File: config.mk
export PLATFORM = sky130hd
export DESIGN_NAME = midi_note_priority_tracker
export DESIGN_NICKNAME = d
export VERILOG_FILES = /design/src/rtl/mnpt_pkg.sv /design/src/rtl/mnpt_ctrl.sv /design/src/rtl/mnpt_datapath.sv /design/src/rtl/midi_note_priority_tracker.sv
export SDC_FILE = /design/constraint.sdc
export NUM_CORES = 2
export LEC_CHECK = 0
export ABC_CLOCK_PERIOD_IN_PS = 8900
export BUFFER_PORTS_ARGS = -buffer_cell sky130_fd_sc_hd__buf_2
export CAP_MARGIN = 10
export CORE_ASPECT_RATIO = 1.5
export CORE_MARGIN = 1.5
export CORE_UTILIZATION = 50
export DETAILED_ROUTE_END_ITERATION = 8
export GPL_TIMING_DRIVEN = 0
export PLACE_DENSITY = 0.76
export SYNTH_ARGS = -nofsm -noshare
export SYNTH_HDL_FRONTEND = slang
export SYNTH_SLANG_ARGS = --single-unit
File: constraint.sdc
create_clock -name clk -period 8.9 [get_ports clk]
set_clock_uncertainty 0.2 [all_clocks]
set_input_delay 0.89 -clock clk [delete_from_list [all_inputs] [get_ports clk]]
set_output_delay 0.89 -clock clk [all_outputs]
set_load 0.03 [all_outputs]
File: src/rtl/mnpt_pkg.sv
`default_nettype none

package mnpt_pkg;

  localparam int unsigned NoteLimit = 128;
  localparam int unsigned NoteW     = 7;
  localparam int unsigned CountW    = 8;

  localparam logic [3:0] KIND_NOTE_ON  = 4'h9;
  localparam logic [3:0] KIND_NOTE_OFF = 4'h8;

  localparam logic [2:0] ACT_IGNORE      = 3'd0;
  localparam logic [2:0] ACT_TRIGGER     = 3'd1;
  localparam logic [2:0] ACT_SLIDE       = 3'd2;
  localparam logic [2:0] ACT_RELEASE_ALL = 3'd3;
  localparam logic [2:0] ACT_FALL_BACK   = 3'd4;
  localparam logic [2:0] ACT_POLY_OFF    = 3'd5;

  localparam logic [2:0] CLS_IGNORE   = 3'd0;
  localparam logic [2:0] CLS_POLY_ON  = 3'd1;
  localparam logic [2:0] CLS_POLY_OFF = 3'd2;
  localparam logic [2:0] CLS_ON       = 3'd3;
  localparam logic [2:0] CLS_ON_FULL  = 3'd4;
  localparam logic [2:0] CLS_OFF      = 3'd5;

  typedef struct packed {
    logic       message_is_data;
    logic [7:0] status_byte;
    logic [7:0] note_number;
    logic [7:0] velocity;
  } in_word_t;

  typedef struct packed {
    logic [2:0]        action_code;
    logic [NoteW-1:0]  target_note;
    logic [CountW-1:0] held_count;
  } out_word_t;

  typedef struct packed {
    logic load_in;
    logic decode;
    logic scan_step;
    logic scan_finish;
    logic tail_read;
    logic tail_capture;
    logic out_load;
  } cmd_t;

  typedef struct packed {
    logic [2:0] cls;
    logic       scan_done;
    logic       tail_needed;
  } sts_t;

endpackage

`default_nettype wire

File: src/rtl/mnpt_ctrl.sv
`default_nettype none

module mnpt_ctrl (
  input  wire logic          clk,
  input  wire logic          rst,
  input  wire logic          in_valid,
  output logic               in_ready,
  output logic               out_valid,
  input  wire logic          out_ready,
  input  wire mnpt_pkg::sts_t sts,
  output mnpt_pkg::cmd_t     cmd
);

  localparam logic [2:0] S_IDLE      = 3'd0;
  localparam logic [2:0] S_DECODE    = 3'd1;
  localparam logic [2:0] S_SCAN      = 3'd2;
  localparam logic [2:0] S_TAIL      = 3'd3;
  localparam logic [2:0] S_TAIL_WAIT = 3'd4;
  localparam logic [2:0] S_DONE      = 3'd5;

  logic [2:0] state;
  logic [2:0] state_next;
  logic       out_valid_next;

  always_comb begin
    cmd        = '0;
    state_next = state;
    in_ready   = (state == S_IDLE);
    unique case (state)
      S_IDLE: begin
        if (in_valid) begin
          cmd.load_in = 1'b1;
          state_next  = S_DECODE;
        end
      end
      S_DECODE: begin
        cmd.decode = 1'b1;
        if (sts.cls == mnpt_pkg::CLS_ON_FULL || sts.cls == mnpt_pkg::CLS_OFF) begin
          state_next = S_SCAN;
        end else begin
          state_next = S_DONE;
        end
      end
      S_SCAN: begin
        if (sts.scan_done) begin
          cmd.scan_finish = 1'b1;
          state_next      = sts.tail_needed ? S_TAIL : S_DONE;
        end else begin
          cmd.scan_step = 1'b1;
        end
      end
      S_TAIL: begin
        cmd.tail_read = 1'b1;
        state_next    = S_TAIL_WAIT;
      end
      S_TAIL_WAIT: begin
        cmd.tail_capture = 1'b1;
        state_next       = S_DONE;
      end
      S_DONE: begin
        if (!out_valid || out_ready) begin
          cmd.out_load = 1'b1;
          state_next   = S_IDLE;
        end
      end
      default: begin
        state_next = S_IDLE;
      end
    endcase
  end

  always_comb begin
    out_valid_next = out_valid;
    priority if (cmd.out_load) begin
      out_valid_next = 1'b1;
    end else if (out_ready) begin
      out_valid_next = 1'b0;
    end else begin
      out_valid_next = out_valid;
    end
  end

  always_ff @(posedge clk) begin
    if (rst) begin
      state     <= S_IDLE;
      out_valid <= 1'b0;
    end else begin
      state     <= state_next;
      out_valid <= out_valid_next;
    end
  end

endmodule

`default_nettype wire

File: src/rtl/mnpt_datapath.sv
`default_nettype none

module mnpt_datapath (
  input  wire logic               clk,
  input  wire logic               rst,
  input  wire logic               cfg_wr_en,
  input  wire logic               cfg_wr_data,
  input  wire mnpt_pkg::in_word_t in_word,
  input  wire mnpt_pkg::cmd_t     cmd,
  output mnpt_pkg::sts_t          sts,
  output mnpt_pkg::out_word_t     out_word
);

  logic                               mono_legato;
  logic [mnpt_pkg::NoteLimit-1:0]     active_map;
  logic [mnpt_pkg::CountW-1:0]        held_count;
  mnpt_pkg::in_word_t                 in_q;
  logic [2:0]                         op_q;
  logic                               found;
  logic [mnpt_pkg::CountW-1:0]        scan_addr;
  logic [mnpt_pkg::NoteW-1:0]         rd_addr;
  logic                               rd_valid;
  mnpt_pkg::out_word_t                res;
  mnpt_pkg::out_word_t                out_q;

  logic [mnpt_pkg::NoteW-1:0] held_mem [mnpt_pkg::NoteLimit];
  logic [mnpt_pkg::NoteW-1:0] rdata;

  logic [mnpt_pkg::NoteW-1:0]  note;
  logic [3:0]                  kind;
  logic                        is_on;
  logic                        is_off;
  logic [2:0]                  cls;
  logic [mnpt_pkg::CountW-1:0] new_count;
  logic [mnpt_pkg::CountW-1:0] count_m1;
  logic [mnpt_pkg::CountW-1:0] count_p1;
  logic [mnpt_pkg::NoteW-1:0]  mem_raddr;
  logic                        mem_we;
  logic [mnpt_pkg::NoteW-1:0]  mem_waddr;
  logic [mnpt_pkg::NoteW-1:0]  mem_wdata;

  assign note      = in_q.note_number[mnpt_pkg::NoteW-1:0];
  assign kind      = in_q.status_byte[7:4];
  assign is_on     = (kind == mnpt_pkg::KIND_NOTE_ON) && (in_q.velocity != 8'd0);
  assign is_off    = (kind == mnpt_pkg::KIND_NOTE_OFF) ||
                     ((kind == mnpt_pkg::KIND_NOTE_ON) && (in_q.velocity == 8'd0));
  assign new_count = held_count - {{(mnpt_pkg::CountW-1){1'b0}}, found};
  assign count_m1  = held_count - 8'd1;
  assign count_p1  = held_count + 8'd1;

  always_comb begin
    priority if (!in_q.message_is_data || in_q.note_number[7]) begin
      cls = mnpt_pkg::CLS_IGNORE;
    end else if (is_on) begin
      if (active_map[note]) begin
        cls = mnpt_pkg::CLS_IGNORE;
      end else if (!mono_legato) begin
        cls = mnpt_pkg::CLS_POLY_ON;
      end else if (held_count[mnpt_pkg::CountW-1]) begin
        cls = mnpt_pkg::CLS_ON_FULL;
      end else begin
        cls = mnpt_pkg::CLS_ON;
      end
    end else if (is_off) begin
      cls = mono_legato ? mnpt_pkg::CLS_OFF : mnpt_pkg::CLS_POLY_OFF;
    end else begin
      cls = mnpt_pkg::CLS_IGNORE;
    end
  end

  assign sts.cls         = cls;
  assign sts.scan_done   = (scan_addr >= held_count) && !rd_valid;
  assign sts.tail_needed = (op_q == mnpt_pkg::CLS_OFF) && (new_count != '0);

  assign mem_raddr = cmd.tail_read ? count_m1[mnpt_pkg::NoteW-1:0]
                                   : scan_addr[mnpt_pkg::NoteW-1:0];

  always_comb begin
    mem_we    = 1'b0;
    mem_waddr = held_count[mnpt_pkg::NoteW-1:0];
    mem_wdata = note;
    priority if (cmd.decode && cls == mnpt_pkg::CLS_ON) begin
      mem_we = 1'b1;
    end else if (cmd.scan_step && rd_valid && found) begin
      mem_we    = 1'b1;
      mem_waddr = rd_addr - 7'd1;
      mem_wdata = rdata;
    end else if (cmd.scan_finish && op_q == mnpt_pkg::CLS_ON_FULL) begin
      mem_we    = 1'b1;
      mem_waddr = '1;
    end else begin
      mem_we = 1'b0;
    end
  end

  always_ff @(posedge clk) begin
    if (mem_we) begin
      held_mem[mem_waddr] <= mem_wdata;
    end
    rdata <= held_mem[mem_raddr];
  end

  always_ff @(posedge clk) begin
    if (rst) begin
      mono_legato <= 1'b0;
      active_map  <= '0;
      held_count  <= '0;
      rd_valid    <= 1'b0;
      found       <= 1'b0;
    end else begin
      if (cfg_wr_en) begin
        mono_legato <= cfg_wr_data;
      end
      if (cmd.decode) begin
        found    <= (cls == mnpt_pkg::CLS_ON_FULL);
        rd_valid <= 1'b0;
        unique case (cls)
          mnpt_pkg::CLS_POLY_ON, mnpt_pkg::CLS_ON_FULL: begin
            active_map[note] <= 1'b1;
          end
          mnpt_pkg::CLS_ON: begin
            active_map[note] <= 1'b1;
            held_count       <= count_p1;
          end
          mnpt_pkg::CLS_POLY_OFF, mnpt_pkg::CLS_OFF: begin
            active_map[note] <= 1'b0;
          end
          default: begin
          end
        endcase
      end
      if (cmd.scan_step) begin
        if (scan_addr < held_count) begin
          rd_valid <= 1'b1;
        end else begin
          rd_valid <= 1'b0;
        end
        if (rd_valid && !found && rdata == note) begin
          found <= 1'b1;
        end
      end
      if (cmd.scan_finish && op_q == mnpt_pkg::CLS_OFF) begin
        held_count <= new_count;
      end
    end
  end

  always_ff @(posedge clk) begin
    if (cmd.load_in) begin
      in_q <= in_word;
    end
    if (cmd.decode) begin
      op_q      <= cls;
      scan_addr <= (cls == mnpt_pkg::CLS_ON_FULL) ? 8'd1 : 8'd0;
      unique case (cls)
        mnpt_pkg::CLS_POLY_ON: begin
          res <= '{mnpt_pkg::ACT_TRIGGER, note, held_count};
        end
        mnpt_pkg::CLS_ON: begin
          res <= '{(held_count == '0) ? mnpt_pkg::ACT_TRIGGER : mnpt_pkg::ACT_SLIDE,
                   note, count_p1};
        end
        mnpt_pkg::CLS_POLY_OFF: begin
          res <= '{mnpt_pkg::ACT_POLY_OFF, note, held_count};
        end
        default: begin
          res <= '{mnpt_pkg::ACT_IGNORE, '0, held_count};
        end
      endcase
    end
    if (cmd.scan_step && scan_addr < held_count) begin
      scan_addr <= scan_addr + 8'd1;
      rd_addr   <= scan_addr[mnpt_pkg::NoteW-1:0];
    end
    if (cmd.scan_finish) begin
      if (op_q == mnpt_pkg::CLS_ON_FULL) begin
        res <= '{mnpt_pkg::ACT_SLIDE, note, held_count};
      end else begin
        res <= '{(new_count == '0) ? mnpt_pkg::ACT_RELEASE_ALL : mnpt_pkg::ACT_FALL_BACK,
                 note, new_count};
      end
    end
    if (cmd.tail_capture) begin
      res.target_note <= rdata;
    end
    if (cmd.out_load) begin
      out_q <= res;
    end
  end

  assign out_word = out_q;

endmodule

`default_nettype wire

File: src/rtl/midi_note_priority_tracker.sv
// MIDI note priority tracker. One word in on the in channel (valid/ready) gives
// exactly one word out on the out channel (valid/ready), in order.
// The mono_legato register must be written through cfg_wr_en/cfg_wr_data only
// while idle; the block itself does not enforce this. Ignored messages,
// polyphonic events and mono note-ons that find room in the held list go
// from the decode state straight to the output register.
// A mono note-off scans the held list, one memory entry per cycle, and shifts
// the entries after the match down as it goes. A mono note-on that finds the
// list full drops the oldest entry the same way. The scan over the held-list
// memory, with one read port and one write port, sets the worst case.
// A new word is accepted the cycle after the previous result enters the
// output register, so input goes on while that result waits to be taken.
// When the receiver stalls, the output word holds until taken and a finished
// result waits in the block, which then accepts nothing more.
// Synchronous reset clears the mode, the active-note map and the held count;
// the held-list memory needs no clearing since only entries below the count
// are ever read.
`default_nettype none

module midi_note_priority_tracker (
  input  wire logic                clk,
  input  wire logic                rst,
  input  wire logic                cfg_wr_en,
  input  wire logic                cfg_wr_data,
  input  wire logic                in_valid,
  output logic                     in_ready,
  input  wire mnpt_pkg::in_word_t  in_word,
  output logic                     out_valid,
  input  wire logic                out_ready,
  output mnpt_pkg::out_word_t      out_word
);

  mnpt_pkg::cmd_t cmd;
  mnpt_pkg::sts_t sts;

  mnpt_ctrl u_ctrl (
    .clk       (clk),
    .rst       (rst),
    .in_valid  (in_valid),
    .in_ready  (in_ready),
    .out_valid (out_valid),
    .out_ready (out_ready),
    .sts       (sts),
    .cmd       (cmd)
  );

  mnpt_datapath u_datapath (
    .clk         (clk),
    .rst         (rst),
    .cfg_wr_en   (cfg_wr_en),
    .cfg_wr_data (cfg_wr_data),
    .in_word     (in_word),
    .cmd         (cmd),
    .sts         (sts),
    .out_word    (out_word)
  );

endmodule

`default_nettype wire

==> flow_summary.json <==
{
  "start_util": 0.503,
  "holdWs_ns": 0.155,
  "p_total_mw": 13.4,
  "n_fill_cell": 6739,
  "synthTopCellsByArea": "edfxtp_1 63%, mux4_2 11%, dfxtp_1 6.5%",
  "fmax_ghz": 0.152,
  "synth_edf_count": 971,
  "synth_top_area_share": 0.634,
  "core-area_sq_mm": 0.0914,
  "ys_ff_latch": 1121,
  "drcViolationCount": 0,
  "cts_hold_buffers": 0,
  "finalHoldViolCount": 0,
  "yosysSeqAreaShare": 0.699,
  "drtIter0Drc": 3526,
  "syn-cell-area_sq_mm": 0.0460,
  "clkTransAtPathRegs_ns": 0.06,
  "antenna_found_initial": 0,
  "end_kind": "flop",
  "synthCells": 2789,
  "cts_root_buffer": "clkbuf_16",
  "yosys-mux-area-fraction": 0.135,
  "numCtsBuffers": 97,
  "netlist.top_cell.by_area": "edfxtp_1",
  "final_cell_mix": "971 x edfxtp_1, 226 x mux4_2, 200 x nor2_1",
  "htreeDepth": 3,
  "timing.rr.end": "u_datapath.held_mem[40][2]",
  "clock_latency_ns": 0.71,
  "clockBufferDepth": 3,
  "gr-total-overflow": 0,
  "yosys.area_share.simple": 0.0647,
  "grt_max_degree": 81,
  "slew-limit-headroom": 0.143,
  "drt_first_pass_iters": 6,
  "synth_top_family_by_area": "multiplexers",
  "first_global_vias": 28100,
  "synth_warnings": 0,
  "ir_drop_mv": 0.178,
  "status": "finished, final reports clean",
  "worst_pin_slew_ns": 1.29,
  "rsz0062_at_grt": "false",
  "powerDensity_mw_per_mm2": 262,
  "slew_violations": 0,
  "min_period_over_period": 0.741,
  "grt_usage": 0.269,
  "hpwl_mm": 84.3,
  "synthDistinctLibCells": 77,
  "wl_mm": 126,
  "ff2ff_path_depth": 12,
  "place_area_sq_mm": 0.0481,
  "fin_area_sq_mm": 0.0512,
  "io_pins": 51,
  "reg2reg_setup_slack_ns": 2.31,
  "gp_congestion": 0.951,
  "timing.rr.start": "u_datapath.held_count[4]",
  "min_to": "u_datapath.in_q[20]",
  "cts_tree": "yes",
  "drv_cap": 0,
  "hold_path.class": "input port to flop",
  "wl_per_cell_um": 29.9,
  "path_max_fanout": 10,
  "cts_num_sinks": 1121,
  "ant_nets": 0,
  "startpoint_type": "flop",
  "avgViaCountPerCell": 6.61,
  "layout_commonest_cell": "edfxtp_1",
  "drive_above_1_share": 0.177,
  "num_rows": 136,
  "period_minus_slack_ns": 6.59,
  "p_leak_nw": 15.7,
  "holdCritStartpoint": "in_word[20]",
  "crit_type": "flop to flop",
  "synth_nets": 2834,
  "avgSynthCellArea_sq_um": 16.5,
  "fp.dieW_um": 251,
  "nets": 2995,
  "numPortBuffers": 46,
  "num_vias": 27800,
  "n_antenna_cell": 0,
  "cts.repair.resized": 0,
  "cp_data_required_time_ns": 9.03,
  "synth_compound_area_frac": 0.0698,
  "synthXorXnorAreaFrac": 0.00590,
  "setup_violations": 0,
  "postCtsSetupRepairBufs": 0,
  "grt_pass1_wl_mm": 185,
  "hold_depth": 1,
  "synthToLayoutAreaGrowth_pct": 11.4,
  "synthArstFlopShare": 0,
  "die_h_um": 374,
  "arrival_ns": 6.72,
  "synthFlopType": "edfxtp_1",
  "synth_fa_ha_area_frac": 0.00381,
  "dieArea_sq_mm": 0.0938
}
-- worst max path at each step --
stage | from | end | slack [ns] | cells after the start
2_1_floorplan | u_ctrl.state[1] | u_datapath.held_mem[0][0] | 1.30 | 6
3_3_place_gp | u_ctrl.state[0] | u_datapath.held_mem[39][2] | -5.26 | 6
3_5_place_dp | u_datapath.held_count[4] | u_datapath.held_mem[40][1] | 2.71 | 12
4_1_cts | u_datapath.held_count[4] | u_datapath.held_mem[40][4] | 2.68 | 12
5_1_grt | u_datapath.held_count[4] | u_datapath.held_mem[32][1] | 2.32 | 12
6_report | u_datapath.held_count[4] | u_datapath.held_mem[40][2] | 2.31 | 12
-- layer usage --
| layer | part of all wire | global-route usage |
|---|---|---|
| met1 | 0.33 | 0.298 |
| met3 | 0.085 | 0.0546 |
| met5 | 0 | 0 |
| met2 | 0.51 | 0.465 |
| met4 | 0.081 | 0.189 |
-- kinds of logic after synthesis --
kind of cell | count (synthesis)
flip-flops | 1121
AND/OR/NAND/NOR | 648
AO/OA/AOI/OAI | 417
multiplexers | 335
buffers and inverters | 223
XOR/XNOR | 31
adder cells (fa/ha/maj) | 14
-- area by class of cell --
type	count	area (sq um)	share of cell area
plain buffers	202	905	0.0177
flip-flops and latches	1121	32200	0.628
inverters	21	78.8	0.00154
well taps	1173	1470	0.0286
multi-input cells	1445	12900	0.252
repair buffers	62	571	0.0111
clock inverters	69	638	0.0125
clock buffers	114	2510	0.0490
-- critical path, cell delays in order (launching register included) --
cell and delay (ns):
dfxtp_1 0.31, clkbuf_1 0.40, clkinv_1 0.51, ha_1 0.44, nand4_1 0.10, or2_2 0.30, o32ai_1 0.62, a21oi_1 0.37
nand2b_1 0.29, o21ai_0 0.73, a21o_1 0.49, buf_1 0.95, nor2_1 0.47
-- power breakdown --
part           internal, mW  total [mW]  switching (mW)  leakage (nW)
clock                  2.30        4.24            1.94          1.53
sequential             6.04        6.12          0.0773          9.97
combinational          1.06        3.06            2.00          4.23
total                  9.40        13.4            4.02          15.7
-- synth_stat cells (all sizes together) (10+ instances only) --
master	n
inv	17
nand2	168
nor2	201
a31oi	10
dfxtp	150
o311ai	66
a21oi	21
xnor2	17
a22oi	127
buf	67
nor3	79
edfxtp	971
nand3	97
mux2	19
mux4	226
o31ai	69
mux2i	90
and2	11
a221oi	21
o21ai	25
nand4	22
xor2	14
ha	14
clkbuf	135
-- through the flow --
step,TNS [ns],setup WS [ns],instances,util
2_1_floorplan,0,1.30,2789,-
3_3_place_gp,-1945.60,-5.26,4008,0.522
3_5_place_dp,0,2.71,4022,0.526
4_1_cts,0,2.68,4205,0.561
5_1_grt,0,2.32,4207,0.561
6_report,0,2.31,4207,0.561
Power figures use the tool's default switching activity.
